## config.mk

```make
export PLATFORM = sky130hd
export DESIGN_NAME = servo_packet_receiver_responder
export DESIGN_NICKNAME = d
export VERILOG_FILES = /design/src/rtl/spr_pkg.sv /design/src/rtl/servo_packet_receiver_responder.sv /design/src/rtl/spr_front.sv /design/src/rtl/spr_queue.sv /design/src/rtl/spr_back.sv
export SDC_FILE = /design/constraint.sdc
export NUM_CORES = 1
export LEC_CHECK = 0
export ABC_AREA = 1
export BUFFER_PORTS_ARGS = -buffer_cell sky130_fd_sc_hd__buf_4
export CAP_MARGIN = 20
export CORE_UTILIZATION = 34
export CTS_CLUSTER_DIAMETER = 30
export DETAILED_ROUTE_END_ITERATION = 7
export SYNTH_ARGS = -nofsm -noshare
export SYNTH_HDL_FRONTEND = slang
export SYNTH_HIERARCHICAL = 1
export SYNTH_SLANG_ARGS = --single-unit
```

## constraint.sdc

```tcl
create_clock -name clk -period 2.26 [get_ports clk]
set_input_delay 0 -clock clk [delete_from_list [all_inputs] [get_ports clk]]
set_output_delay 0 -clock clk [all_outputs]
set_load 0.01 [all_outputs]
```

## src/rtl/spr_pkg.sv

```systemverilog
// Shared types, constants and helpers of the servo packet receiver/responder.
package spr_pkg;

	// Largest parameter count that a received packet may carry
	localparam int MAX_PARAMS = 127;
	// Default depth of the reply request queue
	localparam int QUEUE_DEPTH = 2;

	localparam logic [7:0] SYNC_BYTE    = 8'hFF;
	localparam logic [7:0] BROADCAST_ID = 8'hFE;
	localparam logic [7:0] REPLY_LENGTH = 8'h02;
	localparam logic [7:0] LEN_MIN      = 8'h02;
	localparam logic [7:0] LEN_MAX      = 8'(MAX_PARAMS + 2);
	localparam logic [7:0] OWN_ID_RESET = 8'h01;

	// Error bits of the status reply
	localparam logic [7:0] ERR_NONE        = 8'h00;
	localparam logic [7:0] ERR_CHECKSUM    = 8'h10;
	localparam logic [7:0] ERR_INSTRUCTION = 8'h40;

	// Instruction codes
	localparam logic [7:0] INS_PING      = 8'h01;
	localparam logic [7:0] INS_LAST_STD  = 8'h06;
	localparam logic [7:0] INS_SYNC_WR   = 8'h83;
	localparam logic [7:0] INS_BULK_RD   = 8'h92;

	// Byte positions inside a status reply
	localparam logic [2:0] POS_SYNC0 = 3'd0;
	localparam logic [2:0] POS_SYNC1 = 3'd1;
	localparam logic [2:0] POS_ID    = 3'd2;
	localparam logic [2:0] POS_LEN   = 3'd3;
	localparam logic [2:0] POS_ERR   = 3'd4;
	localparam logic [2:0] POS_CSUM  = 3'd5;

	// Reply request from the framer to the queue
	typedef struct packed {
		logic       push;
		logic [7:0] err;
	} req_t;

	// Queue status toward the top-level rx stall and the reply sender
	typedef struct packed {
		logic       full;
		logic       empty;
		logic [7:0] err;
	} qstat_t;

	function automatic logic instruction_known(input logic [7:0] ins);
		instruction_known = (ins >= INS_PING && ins <= INS_LAST_STD) ||
			ins == INS_SYNC_WR || ins == INS_BULK_RD;
	endfunction

endpackage

```

## src/rtl/servo_packet_receiver_responder.sv

```systemverilog
// Top level of the servo packet receiver and status responder.
// Takes one received byte per cycle on the rx channel and frames packets of the form
// FF FF id len ins params csum. A packet with a bad checksum or unknown instruction,
// or a ping to own_id or the broadcast id, queues a six-byte status reply
// (FF FF own_id 02 err csum, tx_last on csum) sent on the tx channel from an output
// register, one byte per cycle while tx_stall is low. rx takes an item every cycle
// unless the reply queue (QUEUE_DEPTH entries) is full. own_id resets to 1; the user
// writes it via cfg_we/cfg_wdata only while the block is idle; this is not checked.
module servo_packet_receiver_responder #(
	parameter int QUEUE_DEPTH = spr_pkg::QUEUE_DEPTH
) (
	input  logic       clk,
	input  logic       arst_n,
	input  logic       cfg_we,
	input  logic [7:0] cfg_wdata,
	input  logic       rx_valid,
	output logic       rx_stall,
	input  logic [7:0] rx_byte,
	output logic       tx_valid,
	input  logic       tx_stall,
	output logic [7:0] tx_byte,
	output logic       tx_last
);

	logic            [7:0] own_id_q;
	logic                  rx_accept;
	logic                  pop;
	spr_pkg::req_t         req;
	spr_pkg::qstat_t       stat;

	// Device id register
	always_ff @(posedge clk or negedge arst_n) begin
		if (!arst_n) begin
			own_id_q <= spr_pkg::OWN_ID_RESET;
		end else if (cfg_we) begin
			own_id_q <= cfg_wdata;
		end
	end

	assign rx_stall  = stat.full;
	assign rx_accept = rx_valid && !rx_stall;

	spr_front u_front (
		.clk       (clk),
		.arst_n    (arst_n),
		.rx_accept (rx_accept),
		.rx_byte   (rx_byte),
		.own_id    (own_id_q),
		.req       (req)
	);

	spr_queue #(
		.DEPTH (QUEUE_DEPTH)
	) u_queue (
		.clk    (clk),
		.arst_n (arst_n),
		.req    (req),
		.pop    (pop),
		.stat   (stat)
	);

	spr_back u_back (
		.clk      (clk),
		.arst_n   (arst_n),
		.stat     (stat),
		.own_id   (own_id_q),
		.pop      (pop),
		.tx_valid (tx_valid),
		.tx_stall (tx_stall),
		.tx_byte  (tx_byte),
		.tx_last  (tx_last)
	);

endmodule

```

## src/rtl/spr_front.sv

```systemverilog
// Packet framer: hunts the preamble, checks length, instruction and checksum, requests replies.
module spr_front (
	input  logic             clk,
	input  logic             arst_n,
	input  logic             rx_accept,
	input  logic [7:0]       rx_byte,
	input  logic [7:0]       own_id,
	output spr_pkg::req_t    req
);

	typedef enum logic [2:0] {
		PH_HUNT1,
		PH_HUNT2,
		PH_ID,
		PH_LEN,
		PH_INS,
		PH_PARAM,
		PH_CSUM
	} phase_t;

	phase_t     phase_q;
	logic [7:0] id_q;
	logic [7:0] ins_q;
	logic [7:0] sum_q;
	logic [7:0] left_q;
	logic [7:0] err;
	logic       ping_hit;

	// Judge the packet against the checksum byte now on the input
	always_comb begin
		err = spr_pkg::instruction_known(ins_q) ? spr_pkg::ERR_NONE
			: spr_pkg::ERR_INSTRUCTION;
		if (~sum_q != rx_byte) begin
			err = err | spr_pkg::ERR_CHECKSUM;
		end
		ping_hit = ins_q == spr_pkg::INS_PING &&
			(id_q == own_id || id_q == spr_pkg::BROADCAST_ID);
	end

	assign req.push = rx_accept && phase_q == PH_CSUM &&
		(err != spr_pkg::ERR_NONE || ping_hit);
	assign req.err  = err;

	// Framing state
	always_ff @(posedge clk or negedge arst_n) begin
		if (!arst_n) begin
			phase_q <= PH_HUNT1;
			id_q    <= '0;
			ins_q   <= '0;
			sum_q   <= '0;
			left_q  <= '0;
		end else if (rx_accept) begin
			case (phase_q)
				PH_HUNT1: begin
					phase_q <= (rx_byte == spr_pkg::SYNC_BYTE) ? PH_HUNT2 : PH_HUNT1;
				end
				PH_HUNT2: begin
					phase_q <= (rx_byte == spr_pkg::SYNC_BYTE) ? PH_ID : PH_HUNT1;
				end
				PH_ID: begin
					id_q    <= rx_byte;
					sum_q   <= rx_byte;
					phase_q <= PH_LEN;
				end
				PH_LEN: begin
					if (rx_byte < spr_pkg::LEN_MIN || rx_byte > spr_pkg::LEN_MAX) begin
						phase_q <= PH_HUNT1;
					end else begin
						sum_q   <= sum_q + rx_byte;
						left_q  <= rx_byte - spr_pkg::LEN_MIN;
						phase_q <= PH_INS;
					end
				end
				PH_INS: begin
					ins_q   <= rx_byte;
					sum_q   <= sum_q + rx_byte;
					phase_q <= (left_q != '0) ? PH_PARAM : PH_CSUM;
				end
				PH_PARAM: begin
					sum_q  <= sum_q + rx_byte;
					left_q <= left_q - 8'd1;
					if (left_q == 8'd1) begin
						phase_q <= PH_CSUM;
					end
				end
				PH_CSUM: begin
					phase_q <= PH_HUNT1;
				end
				default: begin
					phase_q <= PH_HUNT1;
				end
			endcase
		end
	end

	// Parameter phase always has at least one byte still to come
	a_param_left: assert property (@(posedge clk) disable iff (!arst_n)
		phase_q == PH_PARAM |-> left_q != '0)
		else $error("parameter phase with no bytes left");

	// A request always returns the framer to hunting
	a_push_hunt: assert property (@(posedge clk) disable iff (!arst_n)
		req.push |=> phase_q == PH_HUNT1)
		else $error("framer not hunting after a reply request");

endmodule

```

## src/rtl/spr_queue.sv

```systemverilog
// Small FIFO of pending reply error codes between framer and reply sender.
module spr_queue #(
	parameter int DEPTH = spr_pkg::QUEUE_DEPTH
) (
	input  logic            clk,
	input  logic            arst_n,
	input  spr_pkg::req_t   req,
	input  logic            pop,
	output spr_pkg::qstat_t stat
);

	localparam int PTR_W = (DEPTH > 1) ? $clog2(DEPTH) : 1;
	localparam int CNT_W = $clog2(DEPTH + 1);

	logic [7:0]       mem_q [DEPTH];
	logic [PTR_W-1:0] wr_ptr_q;
	logic [PTR_W-1:0] rd_ptr_q;
	logic [CNT_W-1:0] count_q;

	assign stat.full  = count_q == CNT_W'(DEPTH);
	assign stat.empty = count_q == '0;
	assign stat.err   = mem_q[rd_ptr_q];

	// Entry storage
	always_ff @(posedge clk) begin
		if (req.push) begin
			mem_q[wr_ptr_q] <= req.err;
		end
	end

	// Pointers and fill count
	always_ff @(posedge clk or negedge arst_n) begin
		if (!arst_n) begin
			wr_ptr_q <= '0;
			rd_ptr_q <= '0;
			count_q  <= '0;
		end else begin
			if (req.push) begin
				wr_ptr_q <= (wr_ptr_q == PTR_W'(DEPTH - 1)) ? '0 : wr_ptr_q + 1'b1;
			end
			if (pop) begin
				rd_ptr_q <= (rd_ptr_q == PTR_W'(DEPTH - 1)) ? '0 : rd_ptr_q + 1'b1;
			end
			if (req.push && !pop) begin
				count_q <= count_q + 1'b1;
			end else if (pop && !req.push) begin
				count_q <= count_q - 1'b1;
			end
		end
	end

	a_no_overflow: assert property (@(posedge clk) disable iff (!arst_n)
		req.push && !pop |-> !stat.full)
		else $error("reply queue overflow");

	a_no_underflow: assert property (@(posedge clk) disable iff (!arst_n)
		pop |-> !stat.empty)
		else $error("reply queue underflow");

endmodule

```

## src/rtl/spr_back.sv

```systemverilog
// Reply sender: turns queued error codes into six-byte status replies.
module spr_back (
	input  logic            clk,
	input  logic            arst_n,
	input  spr_pkg::qstat_t stat,
	input  logic [7:0]      own_id,
	output logic            pop,
	output logic            tx_valid,
	input  logic            tx_stall,
	output logic [7:0]      tx_byte,
	output logic            tx_last
);

	logic       active_q;
	logic [2:0] pos_q;
	logic [7:0] err_q;
	logic       tx_valid_q;
	logic [7:0] tx_byte_q;
	logic       tx_last_q;
	logic       load;
	logic [7:0] next_byte;

	assign load     = !tx_valid_q || !tx_stall;
	assign pop      = load && !active_q && !stat.empty;
	assign tx_valid = tx_valid_q;
	assign tx_byte  = tx_byte_q;
	assign tx_last  = tx_last_q;

	// Reply byte at the current position
	always_comb begin
		case (pos_q)
			spr_pkg::POS_SYNC0: next_byte = spr_pkg::SYNC_BYTE;
			spr_pkg::POS_SYNC1: next_byte = spr_pkg::SYNC_BYTE;
			spr_pkg::POS_ID:    next_byte = own_id;
			spr_pkg::POS_LEN:   next_byte = spr_pkg::REPLY_LENGTH;
			spr_pkg::POS_ERR:   next_byte = err_q;
			spr_pkg::POS_CSUM:  next_byte = ~(own_id + spr_pkg::REPLY_LENGTH + err_q);
			default:            next_byte = spr_pkg::SYNC_BYTE;
		endcase
	end

	// Sequencer and output register
	always_ff @(posedge clk or negedge arst_n) begin
		if (!arst_n) begin
			active_q   <= 1'b0;
			pos_q      <= spr_pkg::POS_SYNC0;
			err_q      <= '0;
			tx_valid_q <= 1'b0;
			tx_byte_q  <= '0;
			tx_last_q  <= 1'b0;
		end else if (load) begin
			if (active_q) begin
				tx_valid_q <= 1'b1;
				tx_byte_q  <= next_byte;
				tx_last_q  <= pos_q == spr_pkg::POS_CSUM;
				active_q   <= pos_q != spr_pkg::POS_CSUM;
				pos_q      <= pos_q + 3'd1;
			end else if (!stat.empty) begin
				// first sync byte goes out as the entry is taken
				tx_valid_q <= 1'b1;
				tx_byte_q  <= spr_pkg::SYNC_BYTE;
				tx_last_q  <= 1'b0;
				err_q      <= stat.err;
				active_q   <= 1'b1;
				pos_q      <= spr_pkg::POS_SYNC1;
			end else begin
				tx_valid_q <= 1'b0;
			end
		end
	end

	a_last_ends: assert property (@(posedge clk) disable iff (!arst_n)
		tx_valid_q && tx_last_q && !tx_stall |-> !active_q)
		else $error("sender still busy after the last reply byte");

	a_pos_range: assert property (@(posedge clk) disable iff (!arst_n)
		active_q |-> pos_q <= spr_pkg::POS_CSUM && pos_q != spr_pkg::POS_SYNC0)
		else $error("reply position out of range");

endmodule

```

Word-level counts from Yosys, hierarchy flattened
Memory sizes are Yosys's and may differ from the RTL's. A register that Yosys moved wholly into a read port is not among the register bits. Cells that the tools add are included.

Add/sub/neg operators: 10. $mul: 0. Div/mod/pow operators: 0. $lt $le $gt $ge: 4. Equality and inequality tests: 23. Shifts and indexed selects: 0. Multiplexer cells: 28. Bitwise operators: 4. Reductions and logical operators: 38.

Operators by type and width (number): == test 8 bit (second input constant) (4); two-way mux 8 bit (4); one-hot mux 8 bit (4 select lines) (1); one-hot mux 8 bit (3 select lines) (1); one-hot mux 3 bit (6 select lines) (1); adder 8 bit (2); == test 8 x 1 -> 1 bit (second input constant) (2); NOT 8 bit (2); one-hot mux 8 bit (2 select lines) (1); nonzero test 8 bit (2); == test 3 bit (second input constant) (5); == test 3 x 2 -> 1 bit (second input constant) (4); two-way mux 3 bit (4); two-way mux 1 bit (10); logical AND 1 bit (9); AND reduction 3 bit (3); adder 8 x 2 -> 8 bit (second input constant) (1); == test 8 bit (1); greater-or-equal comparator 8 x 1 -> 1 bit (second input constant) (1); greater-than comparator 8 bit (second input constant) (1); <= comparator 8 x 3 -> 1 bit (second input constant) (1); logical NOT 1 bit (8); less-than comparator 8 x 2 -> 1 bit (second input constant) (1); two-way mux 2 bit (4); 22 further kinds (34).

Bits in registers: 69. Latch bits: 0. Memory bits (writable): 14. ROM bits: 0. Output and inout port bits: 11. Logic and storage cells: 123. Memories kept: 1.

Memory list: u_queue.mem_q (words 2, width 7, rd ports 1, clocked after Yosys merged registers in 1, write ports 1, RTL line spr_queue.sv:15) `logic [7:0] mem_q [DEPTH];`.

Logic depth before layout (Yosys ltp)
Gate-level depths: netlist of run 1.

Word-level depth: 13. Gate-level depth with buffers: 15. Depth with buffers taken out: 15.

Hierarchy
Netlist of run 1, hierarchy kept.

Modules (own cells, without submodules): spr_front (instances 1, cells each 401, area each 2693.8 µm²); spr_back (instances 1, cells each 199, area each 1498.9 µm²); spr_queue (instances 1, cells each 50, area each 818.3 µm²); servo_packet_receiver_responder (instances 1, cells each 36, area each 314.1 µm²).

Worst setup path after synthesis of run 1
OpenSTA, ideal clock, no wires.

Path type: register -> register. From: register u_front.sum_q[5]. To: memory u_queue/mem_q[0][0] in the netlist's numbering, enable pin. Setup time: 0.370 ns. Data arrival time: 1.697 ns. Slack: 0.192 ns. Cell stages (with the launch flop): 11. Clock period less this slack: 2.068 ns. Cells stage by stage: dfrtp_1 ha_1 nand2_1 inv_1 nand3_1 nor2_1 nand2_1 inv_1 a21oi_1 inv_1 nor2_1.

RTL lines: start: declaration (RTL line spr_front.sv:24) `logic [7:0] sum_q;`; start signal: assignment (RTL line spr_front.sv:62) `sum_q <= rx_byte;`; start signal: assignment (RTL line spr_front.sv:69) `sum_q <= sum_q + rx_byte;`; start signal: assignment (RTL line spr_front.sv:76) `sum_q <= sum_q + rx_byte;`; end: declaration (RTL line spr_queue.sv:15).

Worst setup path after layout of run 1
From: register own_id_q[1]. To: register u_back.tx_byte_q[5] (netlist: u_back/tx_byte[5]).

Cells in the longest elaborated chain, start to end: 5.

RTL lines: start: declaration (RTL line servo_packet_receiver_responder.sv:25) `logic [7:0] own_id_q;`; start signal: assignment (RTL line servo_packet_receiver_responder.sv:34) `own_id_q <= spr_pkg::OWN_ID_RESET;`; start signal: assignment (RTL line servo_packet_receiver_responder.sv:36) `own_id_q <= cfg_wdata;`; adder 8 x 2 -> 8 bit (RTL line spr_back.sv:37) `spr_pkg::POS_CSUM: next_byte = ~(own_id + spr_pkg::REPLY_LENGTH + err_q);`; adder 8 bit (RTL line spr_back.sv:37); NOT 8 bit (RTL line spr_back.sv:37); one-hot mux 8 bit (4 select lines) (RTL line spr_back.sv:31) `case (pos_q)`; two-way mux 8 bit (RTL line spr_back.sv:52) `if (active_q) begin`; end signal: assignment (RTL line spr_back.sv:54) `tx_byte_q <= next_byte;`; end signal: assignment (RTL line spr_back.sv:61) `tx_byte_q <= spr_pkg::SYNC_BYTE;`; end: declaration (RTL line spr_back.sv:18) `logic [7:0] tx_byte_q;`.

No other way between the ends. A chain may end at the register's enable or synchronous reset.

==> run_results.csv, run 1 <==
group,metric,value,unit
critical_path,r2r_cells,11,
critical_path,start_kind,"flop",
critical_path,timing.rr.end,"u_back/tx_byte[5]",
critical_path,path_class,"flop to flop",
synth,synth_compound_area_share,8.79,%
grt,track_usage,15.6,%
power,intPower,3.77,mW
synth,yosys.area_share.simple,28.0,%
route,wirelength,11.4,mm
sta,drv_slew,0,
synth,synth_common_cells,"nand2_1, inv_1, dfrtp_1",
grt,grt_max_degree,70,
sta,fin_hold_ws,0.00920,ns
cts,cts_buffer_depth,2,
cts,cts_made_buffers,9,
floorplanning,start_util,34.9,%
synth,yosys_warnings,6,
run,cap_violations,0,
place,port_buffers,31,
synth,synth_area,5330,sq um
floorplanning,core-area,15300,sq um
power,power.switching,2.16,mW
route,first_pass_iters,4,
critical_path,crit_required,2.50,ns
power,leakagePower,3.14,nW
synth,avgSynthCellArea,7.76,sq um
finish,area_growth,18.3,%
synth,synth_top_area_share,32.0,%
finish,drive_gt1_share,15.0,%
synth,synth_area_leaders,"dfrtp_1, nand2_1, edfxtp_1",
finish,fin_area,6300,sq um
cts,cts.clk_slew.worst_paths,0.07,ns
sta,period_needed,2.11,ns
synth,synth_top_family_by_area,"simple AND/OR/NAND/NOR gates",
power,swShare,36.5,%
finish,instances_no_fill,960,
hold_path,hold_end,"u_front/id_q[0]",
sta,period_share,93.2,%
grt,overflow,0,
place,dp_cells,924,
hold_path,hold-path-cell-count,3,
critical_path,critPathCaptureType,"flop",
power,p_comb_share,36.3,%
sta,worst_pin_slew,0.912,ns
floorplanning,rows,45,
synth,synth-xor-area-share,2.14,%
power,p_per_area,942,nW/um^2
floorplanning,dieArea,16200,sq um
grt,antenna_found_initial,0,
synth,netlist_instances,686,
synth,synth-edff-count,16,
cts,cts_tree,"yes",
place,placed_cell_area,5770,sq um
place,gp_congestion,0.868,
synth,async_flop_share,81.2,%
route,wl_per_cell,11.9,um
critical_path,worstReg2RegStart,"own_id_q[1]",
finish,nNetsFinal,797,
synth,synth_fa_ha_area_share,7.80,%
sta,max-slew-margin-rel,39.2,%
route,vias_per_cell,4.51,
cts,htreeDepth,3,
cts,cts.sinks,85,
synth,synth-seq-area-share,41.5,%
run_status,outcome,"complete, no violations",
floorplanning,ios,32,
sta,skew,0.00787,ns
synth,yosys_most_used_dff,"dfrtp_1",
critical_path,ff2ff_setup_slack,0.15,ns
critical_path,cp_max_fo,3,
synth,muxShareOfSynthArea,2.26,%
hold_path,hold_path.class,"input pin to flop",
place,dp_hpwl,8.45,mm
sta,rsz0062_at_grt,"no",
route,final_antenna_net_count,0,
route,drc,0,
synth,synth_cell_type_count,43,
critical_path,cp.arrival,2.34,ns
finish,diodes,0,
sta,clock.fmax,475,MHz
grt,grt_pass1_wl,19.9,mm
synth,yosysMostFrequentCell,"nand2_1",
floorplanning,die-height,127,um
finish,final_util,41.3,%
cts,clock_latency,0.35,ns
place,dpl_worst_slack,0.108,ns
power,clock_power_share,27.6,%
grt,grt_pass1_vias,4096,
cts,cts_root_buf,"clkbuf_16",
power,peakVddDrop,0.000434,V
hold_path,holdCritStartpoint,"rx_byte[0]",
sta,finalSetupViolations,0,
power,seqPwrFrac,36.1,%
route,via_count,4326,
synth,synth_seq_cells,85,
power,totalPowerFinal,5.93,mW
floorplanning,die_w,127,um
route,drt_iter0_drc,233,
sta,finalSetupTns,0,ns
sta,finalHoldViolCount,0,
synth,yosysTopAreaCell,"dfrtp_1",
sta,worst_slack,0.154,ns
## power by group through the flow
stage | registers [mW] | logic (mW) | clock network [mW]
floorplan | 2.10 | 1.62 | 0
global placement | 2.17 | 2.12 | 0
detailed placement | 2.17 | 2.13 | 0
CTS | 2.14 | 2.17 | 1.70
global route | 2.19 | 2.50 | 1.75
finish | 2.14 | 2.15 | 1.64
## worst max path at each step
stage,start,slack (ns),cells past startpoint,to
after floorplan,u_front/sum_q[5],0.19,10,u_queue/mem_q[0][0]
after global placement,own_id_q[1],0.14,11,u_back/tx_byte[5]
after detailed placement,own_id_q[1],0.11,11,u_back/tx_byte[5]
after CTS,own_id_q[1],0.11,11,u_back/tx_byte[5]
after global routing,own_id_q[1],0.02,11,u_back/tx_byte[5]
final,own_id_q[1],0.15,11,u_back/tx_byte[5]
## repair_timing
item | CTS | global route
endpoints found under the setup margin | 0 | 3
buffers inserted | 0 | 1
hold buffers | 19 | 0
resized for setup | 0 | 1
hold endpoints to repair | 78 | 0
## kinds of logic after synthesis
group,Yosys count
other,1
DFF,85
xor gates and xnor gates,13
and+or+nand+nor,349
adders and majority gates,32
buffers and inverters,117
muxes,8
AOI/OAI and AO/OA,81
## registers in the layout, indices dropped and copies added, names as in the netlist, 3 cells and up
register / count
u_queue/mem_q: 16
u_back/tx_byte: 8
u_front/left_q: 8
u_back/pos_q: 3
own_id_q: 8
u_front/ins_q: 8
u_front/sum_q: 8
u_front/phase_q: 3
u_front/id_q: 8
u_back/err_q: 8
## cell usage in the layout (no fill, tap or decap), drive strengths merged, types with 7 or more instances in the layout
cell and count:
nor3 8, dlygate4sd3 19, clkbuf 9, xnor2 7, o21ai 52, edfxtp 16
a21oi 18, buf 38, dfrtp 68, nand4 12, mux2 8, nand3 36
nor2 52, nand2 235, ha 30, inv 105
## per-layer routing
layer / global-route usage, % / routed length (um) / part of all wire (%) / vias to the layer above
li1: - / - / - / 2290
met1: 21.0 / 5690 / 50 / 1945
met2: 25.0 / 5140 / 45 / 81
met3: 3.14 / 428 / 3.7 / 10
met4: 5.25 / 167 / 1.5 / 0
met5: 0 / 0 / 0 / -
## final cells by class
type / count / area, sq um
inverters: 102 / 388
fillers: 1583 / 8960
clock inverters: 7 / 105
well taps: 211 / 264
flip-flops and latches: 85 / 2210
repair buffers: 57 / 475
multi-input cells: 489 / 2630
clock buffers: 9 / 225
## worst max-delay path, cell delays in order, from the launching register on
cell     delay [ns]
dfrtp_1        0.35
inv_1          0.06
ha_1           0.27
inv_1          0.04
ha_1           0.22
fa_1           0.42
nand2_1        0.11
nand2_1        0.07
and2_4         0.14
or2_0          0.20
nand3_2        0.07
a21oi_2        0.05
(Power assumes the default switching activity.)
==> run 2, diff against run 1 <==
- ABC_AREA: 1 -> not set
==> run 2 against run 1 <==
Effect of this change: routed wire length grew 0.52%; synthesized cell count shrank 29%; clock power shrank 15%; setup slack lost 0.12 ns; cell count shrank 22%; via count shrank 10%; count of clock-buffer cells in the layout grew 3; core utilization grew 2.3 points; total power shrank 11%; clock skew is essentially flat; critical path type unchanged; largest cell class unchanged.
==> run_results.csv, run 2 <==
group,metric,value,unit
synth,synth_seq_cells,85,
synth,synth_cell_type_count,68,
power,leakagePower,2.74,nW
critical_path,crit_chain,"ha_1 > nand4_1 > nor3_1 > nand2_1 > o31a_1 > ha_2 > xor2_1 > nor2_1 > xor2_1",
cts,cts_made_buffers,9,
sta,skew,0.00835,ns
finish,area_growth,22.9,%
route,wl_per_cell,15.4,um
synth,synth_area,5000,sq um
sta,period_share,98.3,%
critical_path,ff2ff_setup_slack,0.04,ns
synth,synth_common_cells,"dfrtp_1, nand2_1, nor2_1",
finish,nNetsFinal,614,
sta,max-slew-margin-rel,38.2,%
critical_path,crit_required,2.52,ns
cts,cts.clk_slew.worst_paths,0.06,ns
critical_path,critPathCaptureType,"flop",
cts,cts_root_buf,"clkbuf_16",
critical_path,start_kind,"flop",
critical_path,path_class,"flop to flop",
finish,drive_gt1_share,25.3,%
hold_path,hold_path.class,"input pin to flop",
critical_path,timing.rr.end,"u_queue/count_q[1]",
power,p_per_area,857,nW/um^2
hold_path,hold-path-cell-count,2,
synth,yosysTopAreaCell,"dfrtp_1",
hold_path,hold_end,"u_front/id_q[4]",
cts,clock_latency,0.34,ns
floorplanning,core-area,14100,sq um
grt,overflow,0,
synth,synth-edff-count,16,
cts,cts.sinks,85,
synth,async_flop_share,81.2,%
critical_path,cpMostUsedCell,"xor2_1",
finish,regMostFlops,"u_queue/mem_q",
route,first_pass_iters,4,
critical_path,r2r_cells,9,
cts,cts_buffer_depth,2,
finish,largest_register_ffs,16,
finish,final_util,43.6,%
critical_path,max_stage_delay,0.38,ns
power,totalPowerFinal,5.26,mW
place,port_buffers,31,
synth,avgSynthCellArea,10.3,sq um
route,final_antenna_net_count,0,
synth,yosysMostFrequentCell,"dfrtp_1",
synth,netlist_instances,484,
sta,clock.fmax,450,MHz
run,cap_violations,0,
synth,yosys_most_used_dff,"dfrtp_1",
sta,drv_slew,0,
synth,synth-seq-area-share,44.2,%
cts,cts_tree,"yes",
sta,finalHoldViolCount,0,
sta,rsz0062_at_grt,"yes",
synth,synth_area_leaders,"dfrtp_1, edfxtp_1, ha_1",
floorplanning,die_w,123,um
place,gp_congestion,0.823,
critical_path,worstReg2RegStart,"u_front/sum_q[4]",
hold_path,holdCritStartpoint,"rx_byte[4]",
cts,htreeDepth,3,
grt,grt_pass1_wl,18.9,mm
floorplanning,start_util,35.5,%
route,vias_per_cell,5.21,
route,drc,0,
floorplanning,dieArea,15200,sq um
finish,diodes,0,
route,wirelength,11.5,mm
critical_path,slowest_stage,"dfrtp_1",
route,via_count,3887,
synth,yosys_warnings,6,
grt,grt_max_degree,70,
synth,synth_top_area_share,34.0,%
critical_path,cp.arrival,2.48,ns
grt,grt_pass1_vias,3941,
grt,antenna_found_initial,0,
grt,track_usage,16.2,%
sta,worst_pin_slew,0.927,ns
place,dp_hpwl,8.28,mm
finish,mostFrequentLayoutCells,"buf_4, dfrtp_1, nand2_1, nor2_1, o21ai_0",
critical_path,cp_max_fo,3,
floorplanning,rows,43,
run_status,outcome,"complete, no violations",
floorplanning,die-height,123,um
floorplanning,ios,32,
sta,finalSetupViolations,0,
route,drt_iter0_drc,203,
finish,final_common_cell,"buf_4",
sta,period_needed,2.22,ns
power,peakVddDrop,0.000393,V
-- run 2: layout make-up --
| cell class | instances | area (sq um) |
|---|---|---|
| clock inverter | 4 | 22.5 |
| clock buffer | 12 | 256 |
| inverter | 20 | 75.1 |
| tap | 180 | 225 |
| timing repair buffer | 85 | 688 |
| sequential | 85 | 2210 |
| multi-input combinational | 360 | 2660 |
| fill | 1333 | 7960 |
-- run 2: power breakdown --
group | total, mW | internal, mW | switching (mW)
Combinational | 1.91 | 0.934 | 0.973
Sequential | 1.97 | 1.78 | 0.196
Clock | 1.39 | 0.799 | 0.586
Total | 5.26 | 3.51 | 1.76
-- run 2: worst max-delay path by stage --
| stage | start | slack (ns) | to |
|---|---|---|---|
| 2_1_floorplan | own_id_q[1] | 0.03 | u_back/tx_byte[7] |
| 3_3_place_gp | u_front/ins_q[5] | 0.03 | u_queue/count_q[1] |
| 3_5_place_dp | u_front/id_q[7] | -0.05 | u_queue/mem_q[1][3] |
| 4_1_cts | u_front/ins_q[5] | 0.005 | u_queue/count_q[1] |
| 5_1_grt | u_front/sum_q[3] | -0.07 | u_queue/count_q[1] |
| 6_report | u_front/sum_q[4] | 0.04 | u_queue/count_q[1] |
-- run 2: stage by stage --
stage | setup slack, ns | std cells | hold slack [ns] | cell area, sq um | setup TNS (ns)
3_5_place_dp | -0.0453 | 713 | 0.207 | 5640 | -0.366
4_1_cts | 0.00464 | 744 | 0.0137 | 6080 | 0
6_report | 0.0380 | 746 | 0.0318 | 6140 | 0
3_3_place_gp | 0.0301 | 713 | 0.195 | 5640 | 0
5_1_grt | -0.0739 | 746 | 0.0284 | 6140 | -0.277
2_1_floorplan | 0.0287 | 489 | -0.296 | 5040 | 0
-- run 2: logic make-up after synthesis --
logic type / synth area share [%]
AOI/OAI and AO/OA: 15.5
adders and majority gates: 8.31
and+or+nand+nor: 15.0
buffers and inverters: 4.48
muxes: 8.24
other: 0.0750
xor gates and xnor gates: 4.21
DFF: 44.2
-- run 2: metal layers --
layer	track usage [%]	wire length, um
met3	3.83	464
met2	27.7	5630
met1	19.8	5130
met5	0	0
met4	6.25	262
-- run 2: what timing repair did --
action / CTS / global route
endpoints found under the hold margin: 86 / 0
hold buffers: 15 / 0
gates resized for setup: 2 / 12
pin swaps: 1 / 5
buffers inserted: 0 / 2
endpoints found under the setup margin: 10 / 20
-- run 2: worst max-delay path: cells and delay by family, from the launching register on --
family | cells | cell delay [ns]
adders and majority gates | 2 | 0.51
AOI/OAI and AO/OA | 1 | 0.36
xor gates and xnor gates | 2 | 0.30
and+or+nand+nor | 4 | 0.59
DFF | 1 | 0.38
